### src/rtl/core/hvmb_pkg.sv
// Shared types, constants and helper functions of the hypervector majority bundler.
`default_nettype none

package hvmb_pkg;

    // Sizes of the hypervector and of each vote counter.
    localparam int VECTOR_BITS = 16384;
    localparam int COUNT_BITS  = 8;
    localparam int WORD_BITS   = 64;
    localparam int INDEX_BITS  = 8;

    // One memory row holds the counters of one 64-bit word.
    localparam int WORD_COUNT = VECTOR_BITS / WORD_BITS;
    localparam int ADDR_BITS  = (WORD_COUNT > 1) ? $clog2(WORD_COUNT) : 1;

    typedef logic signed [COUNT_BITS-1:0] count_t;
    typedef count_t [WORD_BITS-1:0] row_t;

    // Saturation limits and the two possible votes.
    localparam count_t CNT_MAX   = {1'b0, {(COUNT_BITS-1){1'b1}}};
    localparam count_t CNT_MIN   = {1'b1, {(COUNT_BITS-1){1'b0}}};
    localparam count_t VOTE_UP   = count_t'(1);
    localparam count_t VOTE_DOWN = {COUNT_BITS{1'b1}};

    // Request and result payloads.
    typedef struct packed {
        logic [INDEX_BITS-1:0] word_index;
        logic [WORD_BITS-1:0]  word_bits;
        logic                  fresh;
    } req_item_t;

    typedef struct packed {
        logic [INDEX_BITS-1:0] out_index;
        logic [WORD_BITS-1:0]  majority_bits;
    } rsp_item_t;

    // Memory row address of a word index; the index is widened before it is cut.
    function automatic logic [ADDR_BITS-1:0] word_addr(input logic [INDEX_BITS-1:0] idx);
        logic [ADDR_BITS+INDEX_BITS-1:0] ext;
        ext = {{ADDR_BITS{1'b0}}, idx};
        return ext[ADDR_BITS-1:0];
    endfunction

    // True when the word index names a word of the hypervector.
    function automatic logic word_in_range(input logic [INDEX_BITS-1:0] idx);
        logic [ADDR_BITS+INDEX_BITS-1:0] ext;
        ext = {{ADDR_BITS{1'b0}}, idx};
        return ext < (ADDR_BITS+INDEX_BITS)'(WORD_COUNT);
    endfunction

endpackage

`default_nettype wire

### src/rtl/core/hvmb_update.sv
// Per-bit counter update with saturation, and the majority word of the updated row.
`default_nettype none

module hvmb_update
    import hvmb_pkg::*;
(
    input  row_t                      old_row,
    input  wire logic [WORD_BITS-1:0] word_bits,
    input  wire logic                 fresh,
    input  wire logic                 in_range,
    output row_t                      new_row,
    output logic [WORD_BITS-1:0]      majority
);

    // Each of the 64 lanes works on its own counter.
    always_comb
    begin
        count_t c;
        for (int b = 0; b < WORD_BITS; b++)
        begin
            c = old_row[b];
            if (fresh)
            begin
                c = word_bits[b] ? VOTE_UP : VOTE_DOWN;
            end
            else if (word_bits[b])
            begin
                if (c != CNT_MAX)
                begin
                    c = c + VOTE_UP;
                end
            end
            else
            begin
                if (c != CNT_MIN)
                begin
                    c = c - VOTE_UP;
                end
            end
            new_row[b]  = c;
            // A bit wins only when its counter is strictly positive.
            majority[b] = in_range && !c[COUNT_BITS-1] && (c != '0);
        end
    end

endmodule

`default_nettype wire

### config.mk
export PLATFORM = sky130hd
export DESIGN_NAME = hvmb_update
export DESIGN_NICKNAME = d
export VERILOG_FILES = /design/src/rtl/core/hvmb_pkg.sv /design/src/rtl/core/hvmb_update.sv
export SDC_FILE = /design/constraint.sdc
export NUM_CORES = 2
export LEC_CHECK = 0
export BUFFER_PORTS_ARGS = -buffer_cell sky130_fd_sc_hd__buf_4
export CAP_MARGIN = 40
export CELL_PAD_IN_SITES_DETAIL_PLACEMENT = 1
export CELL_PAD_IN_SITES_GLOBAL_PLACEMENT = 2
export CORE_AREA = 5 5 445 447
export DETAILED_ROUTE_END_ITERATION = 10
export DIE_AREA = 0 0 450 452
export PLACE_DENSITY = 0.6
export SLEW_MARGIN = 25
export SYNTH_ARGS = -nofsm -noshare
export SYNTH_HDL_FRONTEND = slang
export SYNTH_SLANG_ARGS = --single-unit
### constraint.sdc
create_clock -name vclk -period 2.5
set_input_delay 0.25 -clock vclk [all_inputs]
set_output_delay 0.25 -clock vclk [all_outputs]
set_load 0.01 [all_outputs]
==> out/results.tsv <==
metric	value	unit
grt_max_degree	40	
ys_types	90	
power.total	0.01113	W
grt_use_total	21.92	%
yosysTopAreaCell	ha_1	
leakagePower	25.14	nW
end_kind	output port	
syn_to_final_growth	72.34	%
drt_wl_total	244800	µm
synthCells	5571	
whs	0.8908	ns
start_kind	input port	
io_pins	1154	
setup_viol	13	
seq_area	0	µm²
violations	setup timing	
drt_first_pass_iters	5	
fin_cells	10173	
path_class	input port to output port	
core_area	193800	µm²
wl_per_cell	24.07	µm
cpMaxStageDelayCell	or4_4	
start_util	17.70	%
synthTopCellsByCount	518 x nor2_1, 500 x nand2_1, 407 x clkbuf_1	
slew_headroom	41.20	%
fin_tns_setup	-1.022	ns
syn_area	34290	µm²
grt_setup_unrepaired	true	
grt_first_pass_wirelength	352400	µm
maxCapViolCount	0	
ant_nets	0	
gp_congestion	0.9378	
drc_errors	0	
avgSynthCellArea	6.156	µm²
hold_buffers	0	
die_area	203400	µm²
crit_chain	buf_4 -> or4_4 -> nor3_4 -> and3_1 -> o32ai_2 -> or4b_1 -> o311a_1 -> buf_4	
synth_nets	6341	
ir_drop	0.08019	mV
period_share	106.8	%
final_area	59100	µm²
viasPerCell	5.221	
design.seq.count	0	
num_rows	162	
dpl_cell_area	53610	µm²
antenna_found_initial	74	
synth_warnings	0	
clkbuf_count	0	
crit_top_cell	buf_4	
io_buffers	1154	
required	2.25	ns
setup_ws	-0.1705	ns
yosysSeqAreaShare	0	%
pwr_density_cell	188.4	nW/µm²
dpl.hpwl	204100	µm
drive_above_1_share	42.14	%
cp_max_fo	4	
slew_violations	0	
dieHeight	452	µm
vias	53114	
overflow	0	
nNetsFinal	8344	
first_global_vias	53563	
dr.first_iter.drc_count	2737	
critical_path.top_delay_family	simple AND/OR/NAND/NOR gates	
yosysMostFrequentCell	nor2_1	
hold_viol	0	
die_x	450	µm
cp.buffers_inverters	2	
worst_slew_pin_slew	0.8728	ns
period_needed	2.670	ns
hold_class	input port to output port	
worst_path_largest_cell_delay	0.57	ns
synthTopCellsByArea	ha_1 7.0%, nor2_1 5.7%, nand2_1 5.5%	
yosysTopAreaCellShare	7.005	%
post-place-cells	9977	
worst_ep_arrival_time	2.42	ns
status	complete, but fails checks	
max_freq	374.5	MHz
## final cells by class
cell class,count,area [µm²]
fillers,24086,134700
well taps,2542,3181
repair buffers,2476,19530
multi-input cells,4804,35060
inverters,292,1184
diodes,59,147.6
## tightest hold or removal path: cells and delay by family
kind                   cells  cell delay (ns)
buffers and inverters      2             0.31
AOI/OAI and AO/OA          1             0.08
## path summary, 6_finish.rpt
check / start / to / slack, ns / cells past startpoint
hold / removal: word_bits[0] / new_row[1] / 0.89 / 3
setup / recovery: old_row[130] / majority[16] / -0.17 / 8
## repair_timing
item	in CTS	in global routing
setup endpoints to repair	58	73
gates cloned	1	3
setup buffers	56	87
resized for setup	378	573
pin swaps	134	230
endpoints found under the hold margin	0	0
## metrics by stage
stage	utilization (%)	worst slack, ns
2_1_floorplan	-	-0.02890
3_3_place_gp	27.66	-0.5615
3_5_place_dp	27.66	-0.5258
4_1_cts	28.72	-0.1738
5_1_grt	30.48	-0.2267
6_report	30.50	-0.1705
## cell usage in the layout (no fill, tap or decap), types with 36 or more instances in the layout
cell      instances
buf_4          2331
nor2_1          495
nand2_1         483
a21oi_1         330
o21ai_0         291
inv_1           257
nor3_1          229
xnor2_1         163
nand3_1         159
mux2i_1         149
a31oi_1         146
ha_1            137
nand4_1         105
xor2_1           97
buf_6            96
o22ai_1          82
and3_1           78
o21a_1           67
nand2b_1         65
or3_1            63
o31ai_1          60
diode_2          59
nand3b_1         51
o211ai_1         50
a21o_1           48
nor4_1           46
and2_1           43
and4_1           41
nor3b_1          41
or2_2            37
nor3_2           36
## metal layers
layer	wire [µm]	GRT usage (%)	share of wire (%)	up-vias
met1	100600	26.24	41	26442
li1	-	-	-	25040
met3	10680	2.972	4.4	312
met4	13540	10.86	5.5	12
met2	119900	38.42	49	1308
met5	94	0	0.038	-
## power breakdown
part             internal, W  switching, W  leakage, nW
logic                0.00507       0.00606         25.1
registers                  0             0            0
clock network  0.00000000319             0     0.000374
## cells by family after synthesis
| kind of cell | after synthesis | synth area share (%) |
|---|---|---|
| AO/OA/AOI/OAI | 1720 | 33.56 |
| XOR/XNOR | 269 | 6.870 |
| AND/OR/NAND/NOR | 2420 | 37.89 |
| buffers and inverters | 767 | 8.618 |
| adder cells (fa/ha/maj) | 192 | 7.005 |
| multiplexers | 203 | 6.060 |
No activity file was read; power rests on OpenSTA's default activity.
